`src/trapezoid_transfer_function_assert.svh`:
```
// ----------------------------------------------------------------------------
// Assertion macros shared by the trapezoid transfer function block.
// ----------------------------------------------------------------------------
`ifndef TRAPEZOID_TRANSFER_FUNCTION_ASSERT_SVH
`define TRAPEZOID_TRANSFER_FUNCTION_ASSERT_SVH

// The consequent must hold in the same cycle as the antecedent.
`define TTF_ASSERT_NOW(lbl, pre, con) \
  lbl: assert property (@(posedge clk) disable iff (rst) (pre) |-> (con)) \
    else $error("ttf: same-cycle check failed");

// The consequent must hold in the cycle after the antecedent.
`define TTF_ASSERT_NEXT(lbl, pre, con) \
  lbl: assert property (@(posedge clk) disable iff (rst) (pre) |=> (con)) \
    else $error("ttf: next-cycle check failed");

// The condition must hold in the cycle that follows a reset cycle.
`define TTF_ASSERT_AFTER_RESET(lbl, con) \
  lbl: assert property (@(posedge clk) rst |=> (con)) \
    else $error("ttf: post-reset check failed");

`endif

```
`src/ttf_pkg.sv`:
```
// ----------------------------------------------------------------------------
// ttf_pkg
// Types and constants of the trapezoid transfer function pipeline.
// ----------------------------------------------------------------------------
package ttf_pkg;

  localparam int POS_W      = 8;
  localparam int LEVEL_W    = 8;
  localparam int DATA_W     = 8;
  localparam int REG_IDX_W  = 3;
  localparam int PROD_W     = POS_W + DATA_W;
  // Quotient bits resolved by each divider stage.
  localparam int DIV_STEPS  = 2;
  localparam int DIV_STAGES = LEVEL_W / DIV_STEPS;

  typedef enum logic [REG_IDX_W-1:0] {
    REG_START      = 3'd0,
    REG_RISE_END   = 3'd1,
    REG_FALL_START = 3'd2,
    REG_END        = 3'd3,
    REG_HEIGHT     = 3'd4
  } ttf_reg_t;

  typedef struct packed {
    logic [POS_W-1:0]  start_pos;
    logic [POS_W-1:0]  rise_end_pos;
    logic [POS_W-1:0]  fall_start_pos;
    logic [POS_W-1:0]  end_pos;
    logic [DATA_W-1:0] peak_height;
  } ttf_cfg_t;

  // Fraction num/den of the height; den is never zero.
  typedef struct packed {
    logic             valid;
    logic [POS_W-1:0] num;
    logic [POS_W-1:0] den;
  } ttf_frac_t;

  // Divider word: upper half is the partial remainder, lower half holds the
  // dividend bits still to go and the quotient bits already found.
  typedef struct packed {
    logic              valid;
    logic [PROD_W-1:0] work;
    logic [POS_W-1:0]  den;
  } ttf_div_t;

endpackage

```
`src/ttf_div_stage.sv`:
```
// ----------------------------------------------------------------------------
// ttf_div_stage
// One restoring division stage that resolves DIV_STEPS quotient bits.
// ----------------------------------------------------------------------------
module ttf_div_stage
  import ttf_pkg::*;
(
  input  logic     clk,
  input  logic     rst,
  input  logic     en,
  input  ttf_div_t din,
  output ttf_div_t dout
);

  logic [PROD_W-1:0] work_next;

  // The remainder always stays below the divisor, so a nine-bit trial
  // value covers every shift.
  always_comb begin
    logic [POS_W:0]   trial;
    logic [POS_W-1:0] rem;
    logic             qbit;
    work_next = din.work;
    for (int s = 0; s < DIV_STEPS; s++) begin
      trial = {work_next[PROD_W-1:LEVEL_W], work_next[LEVEL_W-1]};
      if (trial >= {1'b0, din.den}) begin
        rem  = POS_W'(trial - {1'b0, din.den});
        qbit = 1'b1;
      end else begin
        rem  = trial[POS_W-1:0];
        qbit = 1'b0;
      end
      work_next = {rem, work_next[LEVEL_W-2:0], qbit};
    end
  end

  always_ff @(posedge clk) begin
    if (rst) begin
      dout.valid <= 1'b0;
    end else if (en) begin
      dout.valid <= din.valid;
    end
    if (en) begin
      dout.work <= work_next;
      dout.den  <= din.den;
    end
  end

endmodule

```
`config.mk`:
```
export PLATFORM = sky130hd
export DESIGN_NAME = ttf_div_stage
export DESIGN_NICKNAME = d
export VERILOG_FILES = /design/src/trapezoid_transfer_function_assert.svh /design/src/ttf_pkg.sv /design/src/ttf_div_stage.sv
export SDC_FILE = /design/constraint.sdc
export NUM_CORES = 1
export LEC_CHECK = 0
export BUFFER_PORTS_ARGS = -buffer_cell sky130_fd_sc_hd__buf_2
export CAP_MARGIN = 15
export CORE_ASPECT_RATIO = 0.9
export CORE_MARGIN = 1.5
export CORE_UTILIZATION = 55
export DETAILED_ROUTE_END_ITERATION = 12
export PLACE_DENSITY = 0.9
export SLEW_MARGIN = 0
export SYNTH_ARGS = -nofsm -noshare
export SYNTH_HDL_FRONTEND = slang
export SYNTH_SLANG_ARGS = --single-unit
```
`constraint.sdc`:
```
create_clock -name clk -period 13.4 [get_ports clk]
set_clock_uncertainty 0.05 [all_clocks]
set_input_delay 2.01 -clock clk [delete_from_list [all_inputs] [get_ports clk]]
set_output_delay 2.01 -clock clk [all_outputs]
set_load 0.1 [all_outputs]
```
==> reports/metrics.csv <==
metric,value,unit
CTS Buffer Depth,2,
critical path's largest stage delay,0.56,ns
Placer Congestion,0.904,
Post-Syn Instances,149,
overall power,325,uW
top_reg_cell synth,edfxtp_1,
reg2reg setup slack,12.73,ns
die area,3570,sq um
status,"complete, no violations",
Clock H-tree levels,1,
Die Wd,62.8,um
global-route wire length before repair,5.80,mm
asr flop ratio synth,0,
Top delay family on crit path,compound AO/OA/AOI/OAI gates,
fraction of layout cells with a size suffix above 1,0.355,
critical path startpoint category,input port,
"Buf+Inv Stages, Crit Path",2,
final setup vio count,0,
initial core utilization,0.578,
PwrDens,156,nW/um^2
Hold Fails Final Rpt,0,
number of diodes,0,
Netlist cell types,45,
Biggest register,dout,
RSZ-0062 raised after global routing,false,
DR iter-0 viols,49,
"leading cell type in the layout, fill and taps excluded",buf_2,
syn_nets,195,
initial antenna violation count,0,
DP Area,2060,sq um
Final Cycle Share,0.439,
filler instances,235,
most frequent cells in the layout,"buf_2 (52), edfxtp_1 (24), inv_1 (19)",
fin nets,250,
critical path type,input port to flip-flop,
DR DRC count,0,
I/O pin cnt,53,
Port Buffers,52,
Worst-Margin Slew,0.534,ns
Hold/Removal Path Class,flip-flop to flip-flop,
Leak Pwr,0.928,nW
"Reg clk slew, reported paths",0.13,ns
# Max-Cap Violations,0,
worst-path fanout max,9,
Max IR drop VDD,0.0000615,V
clock buffer count from CTS,3,
Crit. End Element,flip-flop,
DPL Wire Length,2.90,mm
Netlist Area Pre-Place,1770,sq um
Largest register FFs,25,
grt ovf,0,
routed vias/inst,5.57,
vias in the first global route,1286,
worst reg-to-reg path cell count,2,
post-CTS sizing,0,
Site Rows,19,
final worst hold slack,0.481,ns
CP Data Arrival Time,5.92,ns
Die Y,56.8,um
Detail Route Antenna Nets,0,
WL final,3.50,mm
Setup TNS Final,0,ns
register area,741,sq um
multi-input logic area,937,sq um
"Slowest-stage cell, CP",or4_1,
setup repair bufs after CTS,0,
WL per Instance,14.3,um
"FF+latch count, synth",25,
pin count of the biggest net entering global routing,26,
hold path depth,2,
CTS root buf,clkbuf_4,
Core Area,3070,sq um
DR pass1 iterations,4,
f_max,0.170,GHz
Finished Cell Area,2090,sq um
Critical Path RT,13.43,ns
Slew HR,0.644,
register area share after synthesis,0.418,
P&R area growth vs syn,17.9,%
worst path cell trace,buf_2 > inv_1 > ha_1 > nor2b_1 > o31ai_4 > a311oi_4 > or2_1 > mux2_4 > ha_1 > or4_1 > o211ai_2 > o311ai_1 > a21oi_4 > mux2_4,
number of synthesized flops with an enable pin,24,
TritonCTS clock tree,built,
Hold Buf Count CTS,0,
fin. max-slew vios,0,
Skew-Pair Late Insertion Delay,0.31,ns
Synth Warn #,0,
GRT Overall Usage,0.210,
Mapped Avg Cell Area,11.9,sq um
Worst path depth,14,
Top Registers,dout: 25 flops,
Via Count,1364,
Final min period,5.89,ns
TritonCTS Sinks,25,
==> Yosys cell counts, drive strengths merged (2+ instances only) <==
cell	number	area, sq um
a21o	3	22.5
a21oi	10	61.3
buf	2	22.5
edfxtp	24	721
fa	2	40.0
ha	16	200
inv	19	71.3
mux2	8	120
mux2i	3	30.0
nand4	2	12.5
nor2	5	18.8
nor2b	2	12.5
nor3	2	10.0
nor3b	3	22.5
nor4	2	12.5
o2111ai	2	17.5
o21a	5	40.0
o21ai	8	40.0
o31ai	2	28.8
or2	2	12.5
xnor2	5	43.8
xor2	3	26.3
==> metrics by stage <==
stage / instances / setup WS (ns) / util
after floorplan: 149 / 7.71 / -
after global placement: 241 / 7.32 / 0.672
after detailed placement: 241 / 7.15 / 0.672
after CTS: 245 / 7.50 / 0.681
after global routing: 245 / 7.29 / 0.681
final: 245 / 7.51 / 0.681
==> tightest hold or removal path: cells and delay by family (launching register included) <==
family	cells	cell delay, ns
flops	1	0.35
simple gates	1	0.08
mux	1	0.07
==> cells by family (layout without fill, tap and decap cells) <==
logic type,after synthesis,after routing,synth area share
AO/OA/AOI/OAI,43,43,0.191
XOR/XNOR,8,8,0.0395
adder cells (fa/ha/maj),18,18,0.136
buffers and inverters,21,75,0.0530
flip-flops,25,25,0.418
multiplexers,11,11,0.0847
AND/OR/NAND/NOR,23,23,0.0777
==> area by class of cell <==
cell class / count / share of cell area
Inverter: 19 / 0.0342
Clock buffer: 4 / 0.0126
Multi-Input combinational cell: 103 / 0.449
Sequential cell: 25 / 0.355
Timing Repair Buffer: 52 / 0.125
Tap cell: 42 / 0.0252
==> where the power goes <==
| part | switching (mW) | total, mW | internal (mW) | leakage (nW) |
|---|---|---|---|---|
| combinational | 0.135 | 0.189 | 0.0540 | 0.670 |
| sequential | 0.00241 | 0.104 | 0.101 | 0.243 |
| clock | 0.0209 | 0.0325 | 0.0116 | 0.0150 |
==> layer usage <==
layer  up-vias  global-route usage  wire length, um
met1       625               0.281             1570
met2        59               0.359             1720
li1        678                   -                -
met4         0              0.0889               18
met5         -                   0                0
met3         2              0.0100              185
==> worst paths after layout <==
check | to | from
max | dout[22] | din[1]
min reg2reg | dout[24] | dout[24]
min | dout[24] | dout[24]
max reg2reg | dout[24] | dout[24]
No activity file was read; power rests on OpenSTA's default activity.
