===== config.mk =====
export PLATFORM = sky130hd
export DESIGN_NAME = ttf_mul
export DESIGN_NICKNAME = d
export VERILOG_FILES = /design/src/trapezoid_transfer_function_assert.svh /design/src/ttf_pkg.sv /design/src/ttf_mul.sv
export SDC_FILE = /design/constraint.sdc
export NUM_CORES = 1
export LEC_CHECK = 0
export ABC_AREA = 1
export BUFFER_PORTS_ARGS = -buffer_cell sky130_fd_sc_hd__buf_2
export CAP_MARGIN = 20
export CELL_PAD_IN_SITES_DETAIL_PLACEMENT = 1
export CELL_PAD_IN_SITES_GLOBAL_PLACEMENT = 1
export CORE_MARGIN = 5
export CORE_UTILIZATION = 25
export DETAILED_ROUTE_END_ITERATION = 16
export PLACE_DENSITY_LB_ADDON = 0.1
export SLEW_MARGIN = 20
export SYNTH_ARGS = -nofsm -noshare
export SYNTH_HDL_FRONTEND = slang
export SYNTH_SLANG_ARGS = --single-unit
export TNS_END_PERCENT = 50

===== constraint.sdc =====
create_clock -name clk -period 5.7 [get_ports clk]
set_input_delay 1.14 -clock clk [delete_from_list [all_inputs] [get_ports clk]]
set_output_delay 1.14 -clock clk [all_outputs]
set_load 0.01 [all_outputs]

===== src/trapezoid_transfer_function_assert.svh =====
// ----------------------------------------------------------------------------
// Assertion macros shared by the trapezoid transfer function block.
// ----------------------------------------------------------------------------
`ifndef TRAPEZOID_TRANSFER_FUNCTION_ASSERT_SVH
`define TRAPEZOID_TRANSFER_FUNCTION_ASSERT_SVH

// The consequent must hold in the same cycle as the antecedent.
`define TTF_ASSERT_NOW(lbl, pre, con) \
  lbl: assert property (@(posedge clk) disable iff (rst) (pre) |-> (con)) \
    else $error("ttf: same-cycle check failed");

// The consequent must hold in the cycle after the antecedent.
`define TTF_ASSERT_NEXT(lbl, pre, con) \
  lbl: assert property (@(posedge clk) disable iff (rst) (pre) |=> (con)) \
    else $error("ttf: next-cycle check failed");

// The condition must hold in the cycle that follows a reset cycle.
`define TTF_ASSERT_AFTER_RESET(lbl, con) \
  lbl: assert property (@(posedge clk) rst |=> (con)) \
    else $error("ttf: post-reset check failed");

`endif


===== src/ttf_pkg.sv =====
// ----------------------------------------------------------------------------
// ttf_pkg
// Types and constants of the trapezoid transfer function pipeline.
// ----------------------------------------------------------------------------
package ttf_pkg;

  localparam int POS_W      = 8;
  localparam int LEVEL_W    = 8;
  localparam int DATA_W     = 8;
  localparam int REG_IDX_W  = 3;
  localparam int PROD_W     = POS_W + DATA_W;
  // Quotient bits resolved by each divider stage.
  localparam int DIV_STEPS  = 2;
  localparam int DIV_STAGES = LEVEL_W / DIV_STEPS;

  typedef enum logic [REG_IDX_W-1:0] {
    REG_START      = 3'd0,
    REG_RISE_END   = 3'd1,
    REG_FALL_START = 3'd2,
    REG_END        = 3'd3,
    REG_HEIGHT     = 3'd4
  } ttf_reg_t;

  typedef struct packed {
    logic [POS_W-1:0]  start_pos;
    logic [POS_W-1:0]  rise_end_pos;
    logic [POS_W-1:0]  fall_start_pos;
    logic [POS_W-1:0]  end_pos;
    logic [DATA_W-1:0] peak_height;
  } ttf_cfg_t;

  // Fraction num/den of the height; den is never zero.
  typedef struct packed {
    logic             valid;
    logic [POS_W-1:0] num;
    logic [POS_W-1:0] den;
  } ttf_frac_t;

  // Divider word: upper half is the partial remainder, lower half holds the
  // dividend bits still to go and the quotient bits already found.
  typedef struct packed {
    logic              valid;
    logic [PROD_W-1:0] work;
    logic [POS_W-1:0]  den;
  } ttf_div_t;

endpackage


===== src/ttf_mul.sv =====
// ----------------------------------------------------------------------------
// ttf_mul
// Second stage: scales the numerator by the peak height.
// ----------------------------------------------------------------------------
module ttf_mul
  import ttf_pkg::*;
(
  input  logic              clk,
  input  logic              rst,
  input  logic              en,
  input  ttf_frac_t         frac,
  input  logic [DATA_W-1:0] peak_height,
  output ttf_div_t          prod
);

  always_ff @(posedge clk) begin
    if (rst) begin
      prod.valid <= 1'b0;
    end else if (en) begin
      prod.valid <= frac.valid;
    end
    if (en) begin
      prod.work <= PROD_W'(frac.num) * PROD_W'(peak_height);
      prod.den  <= frac.den;
    end
  end

endmodule


==> qor.yml <==
status:
  status: "completed"
setup_path:
  critical_path_class: "input port to flip-flop"
  arrival_ns: 4.64
  cp.required_ns: 5.70
  crit_path_start_kind: "input port"
  endpoint_kind: "flip-flop"
  crit_fanout: 8
power_and_ir_drop:
  p_comb_frac: 0.628
  p_leak_nw: 2.260
  seq_power_share: 0.245
  pwr-share-clk: 0.126
  p_sw_uw: 533.8
  ir_drop_v: 0.0001156
  cell_internal_pwr_uw: 650.0
  power.density_nw_per_um2: 323.8
  sw_frac_of_total: 0.4509
yosys:
  ys_types: 18
  synth_top_family_by_area: "adder cells"
  yosysWarnings: 0
  synth_mux_area_frac: 0.003167
  synth-xor-area-share: 0.01940
  synth_compound_area_frac: 0.006334
  synth_area_leaders: "fa_1 23%, edfxtp_1 23%, inv_1 15%"
  async_reset_ff_frac: 0
  synthSimpleGateAreaFrac: 0.1975
  synth_edf_count: 24
  syn_inst: 402
  synthAdderAreaFrac: 0.3705
  synthesis.area_sq_um: 3161
  synth_top_flop_cell: "edfxtp_1"
  synth_nets: 502
  yosysSeqAreaShare: 0.2344
  synth_top_cell_by_area: "fa_1"
  synth_top_area_frac: 0.2280
  synth_seq_cells: 25
  avgSynthCellArea_sq_um: 7.862
floorplanning:
  die_height_um: 122.4
  initial_core_util: 0.2525
  coreArea_sq_um: 12520
  row_count: 41
  io_pins: 53
  die_w_um: 122.4
  dieArea_sq_um: 14990
clock_tree:
  cts_buffers: 3
  postCtsSetupRepairBufs: 0
  cts.sinks: 25
  cts_tree: "built"
  postCtsResizedCells: 0
  clkLatencyLatePin_ns: 0.25
  holdBufCountCts: 0
  path_clk_slew_ns: 0.06
  clockRootBuffer: "clkbuf_16"
  htree_levels: 1
  clockBufferDepth: 2
route:
  vias: 2429
  drc: 0
  antenna_left: 0
  routedWlPerCell_um: 12.15
  routed_wl_mm: 7.458
  vias_per_cell: 3.956
  dr.pass1.iters: 4
  drtIter0Drc: 82
timing:
  maxSlewHeadroom: 0.6140
  rsz0062_at_grt: "false"
  final.period_utilization: 0.8137
  fmax_mhz: 215.6
  slew_violations: 0
  post-route-min-period_ns: 4.638
  fin_worst_skew_ns: 0
  hold_violations: 0
  setup_violations: 0
  setup_tns_ns: 0
  tightest_slew_ns: 0.5790
global_route:
  gr-max-usage-layer: "met2"
  grtUsageMet2: 0.1889
  grt_util_met3: 0.009217
  use_met1: 0.1455
  grt_overflow: 0
  grt_max_degree: 26
  grt_pass1_vias: 2686
  grt_pass1_wl_mm: 12.99
  antenna_found_initial: 0
  grt_use_total: 0.1065
place:
  gp_congestion: 0.7695
  dp_hpwl_mm: 6.726
  place_area_sq_um: 3576
  io_buffers: 52
finish:
  fillers: 1567
  syn2layout_area_growth_pct: 15.68
  antenna_cells: 0
  largest_reg_flops: 25
  top_register: "prod"
  reg.largest.list: "prod x25"
  nets: 543
  drive_gt1_frac: 0.1538
  design_area_sq_um: 3656
  final_core_util: 0.2921
run:
  cap_viol_max_count: 0
hold_path:
  hold_path_class: "flip-flop to flip-flop"
## critical path, stage by stage
cell and delay (ns):
buf_2 0.18, nand2_1 0.10, fa_1 0.53, fa_1 0.56, inv_1 0.06, fa_1 0.53, inv_1 0.05, fa_1 0.53
inv_1 0.04, ha_1 0.35, nand2_1 0.12, inv_2 0.06, nand2_2 0.08, inv_1 0.04, nand2_1 0.08, nand3_1 0.07
nand2_1 0.06, nand2_1 0.06
## synth_stat cells, types with 2 or more instances
| library cell | instances |
|---|---|
| inv_1 | 123 |
| nand2_1 | 122 |
| fa_1 | 36 |
| ha_1 | 36 |
| edfxtp_1 | 24 |
| clkbuf_1 | 16 |
| nand3_1 | 9 |
| nor2_1 | 6 |
| xor2_1 | 6 |
| nand4_1 | 5 |
| a21oi_1 | 4 |
| nand2_2 | 4 |
| inv_2 | 3 |
| nand3_2 | 3 |
| nor2_2 | 2 |
## path summary, 6_finish.rpt
| kind | start | endpoint | slack, ns | depth (start not counted) |
|---|---|---|---|---|
| setup / recovery | frac[8] | prod[19]$_DFFE_PP_ | 1.06 | 18 |
| hold / removal | prod[24]$_SDFFE_PP0P_ | prod[24]$_SDFFE_PP0P_ | 0.50 | 2 |
| setup reg to reg | prod[24]$_SDFFE_PP0P_ | prod[24]$_SDFFE_PP0P_ | 5.12 | 2 |
| hold reg to reg | prod[24]$_SDFFE_PP0P_ | prod[24]$_SDFFE_PP0P_ | 0.50 | 2 |
## power by group through the flow
stage / clock network [mW] / logic (mW) / registers (mW)
4_1_cts: 0.157 / 0.775 / 0.292
3_3_place_gp: 0 / 0.762 / 0.294
2_1_floorplan: 0 / 0.518 / 0.323
3_5_place_dp: 0 / 0.766 / 0.296
5_1_grt: 0.163 / 0.888 / 0.296
6_report: 0.150 / 0.744 / 0.290
## cell usage in the layout, fill, tap and decap left out, drive strengths merged
cell type,instances
inv,126
nand2,126
buf,52
fa,36
ha,36
edfxtp,24
nand3,12
nor2,8
xor2,6
nand4,5
a21oi,4
clkbuf,3
xnor2,1
mux2i,1
clkinv,1
dfxtp,1
## stage by stage
step | hold slack, ns | power [mW] | setup slack, ns | cells
detailed placement | 0.4941 | 1.061 | 0.7463 | 610
finish | 0.4960 | 1.184 | 1.062 | 614
global placement | 0.4729 | 1.056 | 0.8028 | 610
CTS | 0.5115 | 1.223 | 1.012 | 614
floorplan | 0.5279 | 0.8409 | 0.9681 | 402
global route | 0.5609 | 1.347 | 0.7734 | 614
## area by class of cell
class / count / area, sq um / share of cell area
Tap cell: 172 / 215.2 / 0.05886
Multi-Input combinational cell: 235 / 1887 / 0.5161
Inverter: 126 / 473.0 / 0.1294
Clock buffer: 3 / 75.07 / 0.02053
Sequential cell: 25 / 740.7 / 0.2026
Timing Repair Buffer: 52 / 260.3 / 0.07118
Clock inverter: 1 / 5.005 / 0.001369
## logic make-up after synthesis
kind of cell	Yosys count
AND/OR/NAND/NOR	151
buffers and inverters	142
XOR/XNOR	7
AO/OA/AOI/OAI	4
multiplexers	1
adder cells (fa/ha/maj)	72
flip-flops	25
## routing by layer
layer | up-vias | share of wire
met2 | 51 | 0.46
li1 | 1234 | -
met4 | 0 | 0.0042
met3 | 2 | 0.053
met5 | - | 0
met1 | 1142 | 0.48
Power figures use the tool's default switching activity.
