### src/trapezoid_transfer_function_assert.svh
// ----------------------------------------------------------------------------
// Assertion macros shared by the trapezoid transfer function block.
// ----------------------------------------------------------------------------
`ifndef TRAPEZOID_TRANSFER_FUNCTION_ASSERT_SVH
`define TRAPEZOID_TRANSFER_FUNCTION_ASSERT_SVH

// The consequent must hold in the same cycle as the antecedent.
`define TTF_ASSERT_NOW(lbl, pre, con) \
  lbl: assert property (@(posedge clk) disable iff (rst) (pre) |-> (con)) \
    else $error("ttf: same-cycle check failed");

// The consequent must hold in the cycle after the antecedent.
`define TTF_ASSERT_NEXT(lbl, pre, con) \
  lbl: assert property (@(posedge clk) disable iff (rst) (pre) |=> (con)) \
    else $error("ttf: next-cycle check failed");

// The condition must hold in the cycle that follows a reset cycle.
`define TTF_ASSERT_AFTER_RESET(lbl, con) \
  lbl: assert property (@(posedge clk) rst |=> (con)) \
    else $error("ttf: post-reset check failed");

`endif

### src/ttf_pkg.sv
// ----------------------------------------------------------------------------
// ttf_pkg
// Types and constants of the trapezoid transfer function pipeline.
// ----------------------------------------------------------------------------
package ttf_pkg;

  localparam int POS_W      = 8;
  localparam int LEVEL_W    = 8;
  localparam int DATA_W     = 8;
  localparam int REG_IDX_W  = 3;
  localparam int PROD_W     = POS_W + DATA_W;
  // Quotient bits resolved by each divider stage.
  localparam int DIV_STEPS  = 2;
  localparam int DIV_STAGES = LEVEL_W / DIV_STEPS;

  typedef enum logic [REG_IDX_W-1:0] {
    REG_START      = 3'd0,
    REG_RISE_END   = 3'd1,
    REG_FALL_START = 3'd2,
    REG_END        = 3'd3,
    REG_HEIGHT     = 3'd4
  } ttf_reg_t;

  typedef struct packed {
    logic [POS_W-1:0]  start_pos;
    logic [POS_W-1:0]  rise_end_pos;
    logic [POS_W-1:0]  fall_start_pos;
    logic [POS_W-1:0]  end_pos;
    logic [DATA_W-1:0] peak_height;
  } ttf_cfg_t;

  // Fraction num/den of the height; den is never zero.
  typedef struct packed {
    logic             valid;
    logic [POS_W-1:0] num;
    logic [POS_W-1:0] den;
  } ttf_frac_t;

  // Divider word: upper half is the partial remainder, lower half holds the
  // dividend bits still to go and the quotient bits already found.
  typedef struct packed {
    logic              valid;
    logic [PROD_W-1:0] work;
    logic [POS_W-1:0]  den;
  } ttf_div_t;

endpackage

### src/ttf_classify.sv
// ----------------------------------------------------------------------------
// ttf_classify
// First stage: finds the region of the position and forms the fraction.
// ----------------------------------------------------------------------------
module ttf_classify
  import ttf_pkg::*;
(
  input  logic             clk,
  input  logic             rst,
  input  logic             en,
  input  logic             valid,
  input  logic [POS_W-1:0] position,
  input  ttf_cfg_t         cfg,
  output ttf_frac_t        frac
);

  localparam logic [POS_W-1:0] ONE  = POS_W'(1);
  localparam logic [POS_W-1:0] ZERO = '0;

  logic [POS_W-1:0] num_next;
  logic [POS_W-1:0] den_next;

  // The plateau and the degenerate edges use 1/1, which yields the height;
  // outside the trapezoid 0/1 yields zero.
  always_comb begin
    num_next = ONE;
    den_next = ONE;
    if (position > cfg.end_pos || position < cfg.start_pos) begin
      num_next = ZERO;
    end else if (position < cfg.rise_end_pos) begin
      if (cfg.rise_end_pos > cfg.start_pos) begin
        num_next = position - cfg.start_pos;
        den_next = cfg.rise_end_pos - cfg.start_pos;
      end
    end else if (position > cfg.fall_start_pos) begin
      if (cfg.end_pos > cfg.fall_start_pos) begin
        num_next = cfg.end_pos - position;
        den_next = cfg.end_pos - cfg.fall_start_pos;
      end
    end
  end

  always_ff @(posedge clk) begin
    if (rst) begin
      frac.valid <= 1'b0;
    end else if (en) begin
      frac.valid <= valid;
    end
    if (en) begin
      frac.num <= num_next;
      frac.den <= den_next;
    end
  end

endmodule

### config.mk
export PLATFORM = sky130hd
export DESIGN_NAME = ttf_classify
export DESIGN_NICKNAME = d
export VERILOG_FILES = /design/src/trapezoid_transfer_function_assert.svh /design/src/ttf_pkg.sv /design/src/ttf_classify.sv
export SDC_FILE = /design/constraint.sdc
export NUM_CORES = 1
export LEC_CHECK = 0
export ABC_AREA = 0
export CORE_MARGIN = 1.5
export CORE_UTILIZATION = 50
export DETAILED_ROUTE_END_ITERATION = 12
export DONT_BUFFER_PORTS = 1
export GPL_ROUTABILITY_DRIVEN = 0
export PLACE_DENSITY_LB_ADDON = 0.25
export SLEW_MARGIN = 20
export SYNTH_ARGS = -nofsm -noshare
export SYNTH_HDL_FRONTEND = slang
export SYNTH_SLANG_ARGS = --single-unit
### constraint.sdc
create_clock -name clk -period 3.05 [get_ports clk]
set_input_delay 0.61 -clock clk [delete_from_list [all_inputs] [get_ports clk]]
set_output_delay 0.61 -clock clk [all_outputs]
set_load 0.05 [all_outputs]
==> results of run 1 <==
-- logic make-up after synthesis --
family | after synthesis | synth area share (%)
muxes | 2 | 0.853
and+or+nand+nor | 88 | 18.8
xor gates and xnor gates | 15 | 5.27
DFF | 17 | 20.1
adders and majority gates | 51 | 26.8
buffers and inverters | 42 | 6.57
AOI/OAI and AO/OA | 79 | 21.7
-- per-layer routing --
| metal | vias to the layer above | wire length, um | global-route usage (%) |
|---|---|---|---|
| li1 | 1086 | - | - |
| met1 | 950 | 2730 | 30.2 |
| met2 | 66 | 2690 | 37.8 |
| met3 | 8 | 348 | 3.02 |
| met4 | 0 | 98 | 6.79 |
| met5 | - | 0 | 0 |
-- final cells by class --
| cell class | instances | area, um^2 |
|---|---|---|
| sequential | 17 | 500 |
| timing repair buffer | 4 | 42.5 |
| fill | 466 | 2110 |
| tap | 67 | 83.8 |
| clock inverter | 1 | 5.00 |
| multi-input combinational | 235 | 1830 |
| inverter | 37 | 139 |
| clock buffer | 3 | 41.3 |
-- power breakdown --
part	switching [W]	internal, W
sequential	0.0000621	0.000274
clock	0.0000784	0.0000907
combinational	0.000211	0.000170
-- placed cells by master, fill, tap and decap left out, types with 4 or more instances in the layout --
cell,Yosys,final
nor2_1,16,16
nor3_1,9,9
xor2_1,4,4
o21a_1,7,7
a21o_1,5,5
edfxtp_1,16,16
nand4_1,6,6
or2_2,4,4
ha_1,47,47
a32oi_1,4,4
nand2_1,13,13
o21ai_0,14,14
xnor2_1,11,11
a21oi_1,27,27
fa_1,4,4
nand3b_1,6,6
inv_1,37,37
nand3_1,13,13
nor2b_1,10,10
-- worst register-to-register path, cell delays in order (launching register included) --
cell and delay, ns:
dfxtp_1 0.64, mux2i_1 0.13, nor2_1 0.10
-- worst max path at each step --
stage / startpoint / end / slack, ns
after detailed placement: cfg[8] / frac[0]$_SDFFCE_PP1P_ / 0.16
final: cfg[8] / frac[0]$_SDFFCE_PP1P_ / 0.42
after global routing: cfg[24] / frac[15]$_SDFFCE_PP0P_ / 0.27
after CTS: cfg[8] / frac[0]$_SDFFCE_PP1P_ / 0.43
after global placement: cfg[8] / frac[2]$_SDFFCE_PP0P_ / 0.20
after floorplan: position[0] / frac[10]$_SDFFCE_PP0P_ / 0.31
-- metrics by stage --
| step | instance area [um^2] | util (%) | cells | worst slack (ns) |
|---|---|---|---|---|
| 2_1_floorplan | 2490 | - | 294 | 0.312 |
| 3_3_place_gp | 2590 | 54.6 | 360 | 0.196 |
| 3_5_place_dp | 2590 | 54.6 | 360 | 0.156 |
| 4_1_cts | 2640 | 55.6 | 364 | 0.433 |
| 5_1_grt | 2640 | 55.6 | 364 | 0.274 |
| 6_report | 2640 | 55.6 | 364 | 0.416 |
==> impl_results.md, run 1 <==
- Top-count cell post-synth: ha_1
- Minimum clock period: 2.63 ns
- Post-CTS sizing: 0
- Most common cell on crit path: o31a_1
- Placeable Area: 4750 um^2
- RSZ-0062 raised after global routing: false
- Final-report hold violation count: 0
- Chip Height: 73.6 um
- Most used DFF post-synth: edfxtp_1
- CP Class: input pin to flop
- H-tree Lvls: 1
- Type of origin of the critical path: input pin
- Vias per cell: 5.80
- CTS Buffer Depth: 2
- Synth area leaders: ha_1, edfxtp_1, inv_1, a21oi_1, xnor2_1
- Final setup fails: 0
- Clk pin slew, worst setup/hold paths: 0.07 ns
- Tcrit/Tclk final: 86.3%
- Final WL: 5.87 mm
- Die Wd: 73.6 um
- Fin. max-slew vios: 0
- CP Data Arrival Time: 2.65 ns
- Area leader, netlist: ha_1
- Initial DRC count: 98
- Status: completed
- WP buf/inv: 1
- DRT Pass-1 Iters: 4
- Port Buf Inserts: 0
- Area growth syn-to-layout: 5.92%
- CTS tree: yes
- CP required: 3.06 ns
- Clock sink total: 17
- # hold bufs at CTS: 0
- Number of global-route vias before repair: 2006
- Leak Pwr: 1.14 nW
- Number of gates on the worst path with buffers counted: 9
- Max-cap violations: 0
- I/O pins: 69
- Final HPWL DP: 4.98 mm
- Total Power: 0.000886 W
- Mapped Nets: 397
- Post-synth EDFFs: 16
- Largest registers: frac: 17 flops
- Top post-synthesis cells by count: ha_1, inv_1, a21oi_1
- Mapped Cells: 294
- Sequential element share of the synthesized area: 20.1%
- Number of flip-flops in the largest register: 17
- R2R Path Start: frac[16]$_SDFFE_PP0P_
- Layout cell share with drive strength beyond 1: 5.39%
- Max Clock Freq: 380 MHz
- Initial antenna violation count: 0
- WHS Path Cells: 1
- Crit-path cells: inv_1 -> ha_1 -> fa_1 -> nor2b_4 -> o31a_1 -> o31a_1 -> or3_1 -> a32oi_1 -> or2_2
- Routed via count: 2110
- Mapped Avg Cell Area: 8.48 um^2
- Slowest cell on crit path: fa_1
- Tot GR Track Use: 22.6%
- Num rows: 25
- Average wire per standard cell: 16.1 um
- Nets: 401
- Hold Crit Endpoint: frac[16]$_SDFFE_PP0P_
- Hold path startpoint: rst
- Cts bufs inserted: 3
- Clk Latency, worst-skew pair: 0.26 ns
- Slew @ Worst Pin: 0.542 ns
- Post-synth cell types: 44
- R2r setup slk: 2.13 ns
- Post-Syn Area: 2490 um^2
- DRC viols: 0
- CTS root buffer: clkbuf_8
- RR Endpoint: frac[16]$_SDFFE_PP0P_
- Slowest Stage Delay on Critical Path: 0.45 ns
- CP Max Fanout: 16
- Clock skew: 0 ns
- Post-CTS Setup Inserts: 0
- First-pass GRT wire length: 9.43 mm
- Final hold slack: 0.412 ns
- Antenna cells: 0
- Fin Setup TNS: 0 ns
- Total die area: 5420 um^2
- Initial Util: 52.4%
- Yosys reg bits: 17
- Reg with most FFs: frac
- Reg2reg path depth: 2
- Yosys top cell area share: 23.6%
- Post-synth ARST share: 0%
- Crit-path leading delay family: simple AND/OR/NAND/NOR gates
- Largest net degree at the start of global routing: 18
- Max transition margin: 63.6%
- Max rail drop VDD: 156 uV
- Syn. warnings: 0
- Post-route ant nets: 0
- Global route overflow: 0
- Hold WC Path Type: input pin to flop
- Pwr dens: 336 nW/um^2
- Crit. End Element: flop
Note: power is estimated with default switching activity, not from simulation.
==> run 2: changes to the inputs <==
--- a/config.mk
+++ b/config.mk
@@ -11,6 +11,7 @@
 export DETAILED_ROUTE_END_ITERATION = 12
 export DONT_BUFFER_PORTS = 1
 export GPL_ROUTABILITY_DRIVEN = 0
+export MAX_ROUTING_LAYER = met4
 export PLACE_DENSITY_LB_ADDON = 0.25
 export SLEW_MARGIN = 20
 export SYNTH_ARGS = -nofsm -noshare
==> run 2 against run 1 <==
- maximum frequency is 0.40% lower
- clock skew unchanged
- die area stayed put
- count of clock-buffer cells in the layout unchanged
- worst hold slack worse by 0.0011 ns
- sequential power about the same
- first-iteration DRC count decreased by 14%
- setup slack got worse by 0.011 ns
- largest power group unchanged
- highest routed layer unchanged
==> impl_results.md, run 2 (synthesis gave the netlist of run 1 again) <==
- Status: completed
- Crit-path cells: inv_1 -> ha_1 -> fa_1 -> nor2b_4 -> o31a_1 -> o31a_1 -> or3_1 -> a32oi_1 -> or2_2
- Commonest non-fill, non-tap cell in the layout: ha_1
- Crit-path leading delay family: simple AND/OR/NAND/NOR gates
- Crit. End Element: flop
- DRT Pass-1 Iters: 4 (unchanged)
- Final setup fails: 0 (unchanged)
- Total Power: 0.000886 W (about the same)
- Global route overflow: 0 (unchanged)
- Reg with most FFs: frac
- Average wire per standard cell: 16.0 um (-0.49%)
- WHS Path Cells: 1 (unchanged)
- Hold Crit Endpoint: frac[16]$_SDFFE_PP0P_
- Post-CTS Setup Inserts: 0 (unchanged)
- Final hold slack: 0.410 ns (-0.00107 ns)
- Chip Height: 73.6 um (unchanged)
- Met3 WL: 363 um (+4.3%)
- Most frequent cells in the layout: ha_1, inv_1, a21oi_1, nor2_1, edfxtp_1
- Fill cell count: 466 (unchanged)
- Tcrit/Tclk final: 86.7% (+0.35 points)
- Slew @ Worst Pin: 0.516 ns (-0.0262 ns)
- Total die area: 5420 um^2 (unchanged)
- WP buf/inv: 1 (unchanged)
- Minimum clock period: 2.64 ns (+0.0107 ns)
- Area growth syn-to-layout: 5.92% (unchanged)
- Fin Setup TNS: 0 ns (unchanged)
- Clk Latency, worst-skew pair: 0.26 ns (about the same)
- Fin worst setup slack: 0.406 ns (-0.0107 ns)
- CTS tree: yes
- Post-CTS sizing: 0 (unchanged)
- Final HPWL DP: 4.98 mm (unchanged)
- Initial antenna violation count: 0 (unchanged)
- Port Buf Inserts: 0 (unchanged)
- Max rail drop VDD: 156 uV (about the same)
- Antenna cells: 0 (unchanged)
- Number of flip-flops in the largest register: 17 (unchanged)
- WL met2: 2.67 mm (-0.63%)
- R2R Path Start: frac[16]$_SDFFE_PP0P_
- Slowest cell on crit path: fa_1
- Initial DRC count: 84 (-14%)
- CTS Buffer Depth: 2 (unchanged)
- Fin. max-slew vios: 0 (unchanged)
- Largest net degree at the start of global routing: 18 (unchanged)
- Vias per cell: 5.77 (-0.43%)
- Post-route ant nets: 0 (unchanged)
- Most common cell on crit path: o31a_1
- Max Clock Freq: 378 MHz (-0.40%)
- RSZ-0062 raised after global routing: false
- R2r setup slk: 2.13 ns (about the same)
- Clock skew: 0 ns (unchanged)
- Nets: 401 (unchanged)
- Max layer used: met4
- Reg2reg path depth: 2 (unchanged)
- Final WL: 5.84 mm (-0.49%)
- Max transition margin: 65.4% (+1.8 points)
- Final-report hold violation count: 0 (unchanged)
- Die Wd: 73.6 um (unchanged)
- Cts bufs inserted: 3 (unchanged)
- # hold bufs at CTS: 0 (unchanged)
- CP Max Fanout: 16 (unchanged)
- Tot GR Track Use: 23.2% (+0.60 points)
- H-tree Lvls: 1 (unchanged)
- Number of gates on the worst path with buffers counted: 9 (unchanged)
- CP Data Arrival Time: 2.66 ns (about the same)
- CP Class: input pin to flop
- Slowest Stage Delay on Critical Path: 0.45 ns (about the same)
- RR Endpoint: frac[16]$_SDFFE_PP0P_
- CTS root buffer: clkbuf_8
- First-pass GRT wire length: 9.40 mm (-0.22%)
- Largest registers: frac: 17 flops
- Hold WC Path Type: input pin to flop
- Clk pin slew, worst setup/hold paths: 0.07 ns (about the same)
- Pre-CTS WS: 0.156 ns (unchanged)
- Num rows: 25 (unchanged)
- CP required: 3.06 ns (about the same)
- Max-cap violations: 0 (unchanged)
- Layout cell share with drive strength beyond 1: 5.39% (unchanged)
- Hold path startpoint: rst
- Pwr dens: 335 nW/um^2 (about the same)
- Met1 Wirelength: 2.70 mm (-1.2%)
- I/O pins: 69 (unchanged)
- DRC viols: 0 (unchanged)
- Routed via count: 2101 (-0.43%)
- Number of global-route vias before repair: 2007 (+0.050%)
- Placeable Area: 4750 um^2 (unchanged)
- Leak Pwr: 1.14 nW (unchanged)
- Type of origin of the critical path: input pin
- Initial Util: 52.4% (unchanged)
- Clock sink total: 17 (unchanged)
## run 2: cell counts in the layout (fill, tap and decap cells not counted)
No cell type changed its count.
## run 2: final cells by class
class | instances | area (um^2) | area share [%]
clock inverter | 1 | 5.00 | 0.189
tap | 67 | 83.8 | 3.17
inverter | 37 | 139 | 5.26
multi-input combinational | 235 | 1830 | 69.3
clock buffer | 3 | 41.3 | 1.56
timing repair buffer | 4 | 42.5 | 1.61
sequential | 17 | 500 | 18.9
## run 2: through the flow
step           cells  instance area (um^2)  util (%)
2_1_floorplan    294                  2490         -
3_3_place_gp     360                  2590      54.6
3_5_place_dp     360                  2590      54.6
4_1_cts          364                  2640      55.6
5_1_grt          364                  2640      55.6
6_report         364                  2640      55.6
## run 2: routing by layer
metal  track usage (%)  up-vias
li1                  -     1085
met1              30.0      938
met2              38.0       69
met3              2.88        9
met4              6.79        0
met5                 -        -
## run 2: how the worst max path moves through the flow
stage / slack, ns / from / to
after floorplan: 0.31 / position[0] / frac[10]$_SDFFCE_PP0P_
after global placement: 0.20 / cfg[8] / frac[2]$_SDFFCE_PP0P_
after detailed placement: 0.16 / cfg[8] / frac[0]$_SDFFCE_PP1P_
after CTS: 0.43 / cfg[8] / frac[0]$_SDFFCE_PP1P_
after global routing: 0.28 / cfg[8] / frac[0]$_SDFFCE_PP1P_
final: 0.41 / cfg[8] / frac[0]$_SDFFCE_PP1P_
## run 2: power by group
part           leakage [nW]  internal [W]  total [W]  switching (W)
logic                 0.953      0.000170   0.000380       0.000210
registers             0.161      0.000274   0.000337      0.0000621
clock network        0.0255     0.0000908   0.000170      0.0000789
==> run 3: changes to the inputs <==
--- a/config.mk
+++ b/config.mk
@@ -6,6 +6,7 @@
 export NUM_CORES = 1
 export LEC_CHECK = 0
 export ABC_AREA = 0
+export ABC_CLOCK_PERIOD_IN_PS = 2740
 export CORE_MARGIN = 1.5
 export CORE_UTILIZATION = 50
 export DETAILED_ROUTE_END_ITERATION = 12
==> constraint.sdc (replaced) <==
create_clock -name clk -period 2.74 [get_ports clk]
set_input_delay 0.548 -clock clk [delete_from_list [all_inputs] [get_ports clk]]
set_output_delay 0.548 -clock clk [all_outputs]
set_load 0.05 [all_outputs]
==> run 3 against run 2 <==
- sequential power up 11%
- worst hold slack worse by 0.055 ns
- sequential cell count did not move
- cell count grew 1.6%
- critical endpoint is now frac[9]$_SDFFCE_PP0P_
- utilization rose by 0.95 points
- via count shrank 0.52%
- largest cell class unchanged
- clock power is 8% higher
- first-iteration DRC count increased by 35%
- combinational power increased by 15%
- critical path depth is 1 higher
- clock skew unchanged
==> impl_results.md, run 3 (synthesis gave the netlist of run 1 again) <==
- Status: completed
- Final WL: 5.81 mm (-0.50%)
- Tot GR Track Use: 22.9% (-0.34 points)
- Leak Pwr: 1.17 nW (+2.4%)
- Crit. End Element: flop
- Max rail drop VDD: 164 uV (+4.7%)
- Final setup fails: 0 (unchanged)
- Initial DRC count: 113 (+35%)
- Fin Setup TNS: 0 ns (unchanged)
- First-pass GRT wire length: 9.34 mm (-0.66%)
- CP required: 2.74 ns (-0.32 ns)
- Reg2reg path depth: 2 (unchanged)
- Slew @ Worst Pin: 0.549 ns (+0.0325 ns)
- Clock sink total: 17 (unchanged)
- Clk pin slew, worst setup/hold paths: 0.07 ns (about the same)
- Minimum clock period: 2.47 ns
- RSZ-0062 raised after global routing: false
- CTS tree: yes
- Port Buf Inserts: 0 (unchanged)
- Initial antenna violation count: 0 (unchanged)
- Hold Crit Endpoint: frac[16]$_SDFFE_PP0P_
- Total die area: 5420 um^2 (unchanged)
- Area growth syn-to-layout: 7.73%
- Tcrit/Tclk final: 90.3%
- DRC viols: 0 (unchanged)
- RR Endpoint: frac[16]$_SDFFE_PP0P_
- Slowest Stage Delay on Critical Path: 0.35 ns (-0.10 ns)
- Placeable Area: 4750 um^2 (unchanged)
- Post-route ant nets: 0 (unchanged)
- Reg with most FFs: frac
- H-tree Lvls: 1 (unchanged)
- Global route overflow: 0 (unchanged)
- Cell area after layout: 2690 um^2 (+1.7%)
- Type of origin of the critical path: input pin
- # hold bufs at CTS: 0 (unchanged)
- Placed cell area: 2640 um^2 (+1.7%)
- Slowest cell on crit path: or3_1
- Max transition margin: 63.4% (-2.0 points)
- Die Wd: 73.6 um (unchanged)
- Final HPWL DP: 4.96 mm (-0.48%)
- Most frequent cells in the layout: ha_1, inv_1, a21oi_1, nor2_1, edfxtp_1
- Initial Util: 52.4% (unchanged)
- Final-report hold violation count: 0 (unchanged)
- Average wire per standard cell: 15.7 um (-2.1%)
- Clock skew: 0 ns (unchanged)
- Routed via count: 2090 (-0.52%)
- Max-cap violations: 0 (unchanged)
- Vias per cell: 5.65 (-2.1%)
- CP Max Fanout: 16 (unchanged)
- Largest registers: frac: 17 flops
- Hold WC Path Type: input pin to flop
- Largest net degree at the start of global routing: 18 (unchanged)
- Most common cell on crit path: o31a_1
- Post-CTS Setup Inserts: 0 (unchanged)
- Hold path startpoint: rst
- Commonest non-fill, non-tap cell in the layout: ha_1
- Pwr dens: 371 nW/um^2 (+11%)
- Chip Height: 73.6 um (unchanged)
- Max Clock Freq: 404 MHz
- R2r setup slk: 1.82 ns (-0.31 ns)
- Number of flip-flops in the largest register: 17 (unchanged)
- CTS Buffer Depth: 2 (unchanged)
- Antenna cells: 0 (unchanged)
- Crit-path cells: inv_1 -> ha_1 -> fa_1 -> nor2b_4 -> o31a_1 -> o31a_1 -> or3_1 -> buf_12 -> a32oi_1 -> nor2_1
- WHS Path Cells: 1 (unchanged)
- Layout cell share with drive strength beyond 1: 7.26% (+1.9 points)
- Crit-path leading delay family: compound AO/OA/AOI/OAI gates
- R2R Path Start: frac[16]$_SDFFE_PP0P_
- CP Class: input pin to flop
- Post-CTS sizing: 0 (unchanged)
- Fin. max-slew vios: 0 (unchanged)
- I/O pins: 69 (unchanged)
- Number of global-route vias before repair: 1994 (-0.65%)
- Nets: 407 (+1.5%)
- CTS root buffer: clkbuf_8
- WP buf/inv: 2 (+1)
- Num rows: 25 (unchanged)
- DRT Pass-1 Iters: 4 (unchanged)
- CP Data Arrival Time: 2.48 ns (-0.18 ns)
- Cts bufs inserted: 3 (unchanged)
- Clk Latency, worst-skew pair: 0.25 ns (about the same)
## run 3: worst max path at each step
stage,start,end,slack (ns),depth (start not counted)
after global routing,cfg[24],frac[13]$_SDFFCE_PP0P_,0.14,10
after floorplan,position[0],frac[10]$_SDFFCE_PP0P_,0.06,11
after detailed placement,cfg[8],frac[9]$_SDFFCE_PP0P_,0.01,10
after global placement,cfg[8],frac[2]$_SDFFCE_PP0P_,0.06,10
final,cfg[8],frac[9]$_SDFFCE_PP0P_,0.27,10
after CTS,cfg[8],frac[9]$_SDFFCE_PP0P_,0.28,10
## run 3: cell type report
cell class                 instances  area [um^2]
multi-input combinational        235         1830
timing repair buffer              10         87.6
sequential                        17          500
clock buffer                       3         41.3
fill                             455         2070
tap                               67         83.8
inverter                          37          139
clock inverter                     1         5.00
## run 3: power breakdown
| group | internal, W | switching, W | total (W) |
|---|---|---|---|
| sequential | 0.000306 | 0.0000689 | 0.000375 |
| combinational | 0.000201 | 0.000237 | 0.000438 |
| clock | 0.000101 | 0.0000827 | 0.000184 |
## run 3: per-stage QoR
stage	setup slack [ns]	instances	power (W)	hold slack [ns]	utilization, %
global placement	0.0634	366	0.000803	0.622	55.5
global route	0.140	370	0.00106	0.351	56.5
finish	0.265	370	0.000996	0.355	56.5
floorplan	0.0640	294	0.000711	0.620	-
CTS	0.276	370	0.000996	0.352	56.5
detailed placement	0.0110	366	0.000813	0.624	55.5
## run 3: layer usage
metal | vias up | track usage [%] | share of wire (%)
met5 | - | - | 0
met4 | 0 | 5.35 | 1.4
met3 | 10 | 3.29 | 6.2
met2 | 80 | 36.5 | 45
met1 | 900 | 30.6 | 47
li1 | 1100 | - | -
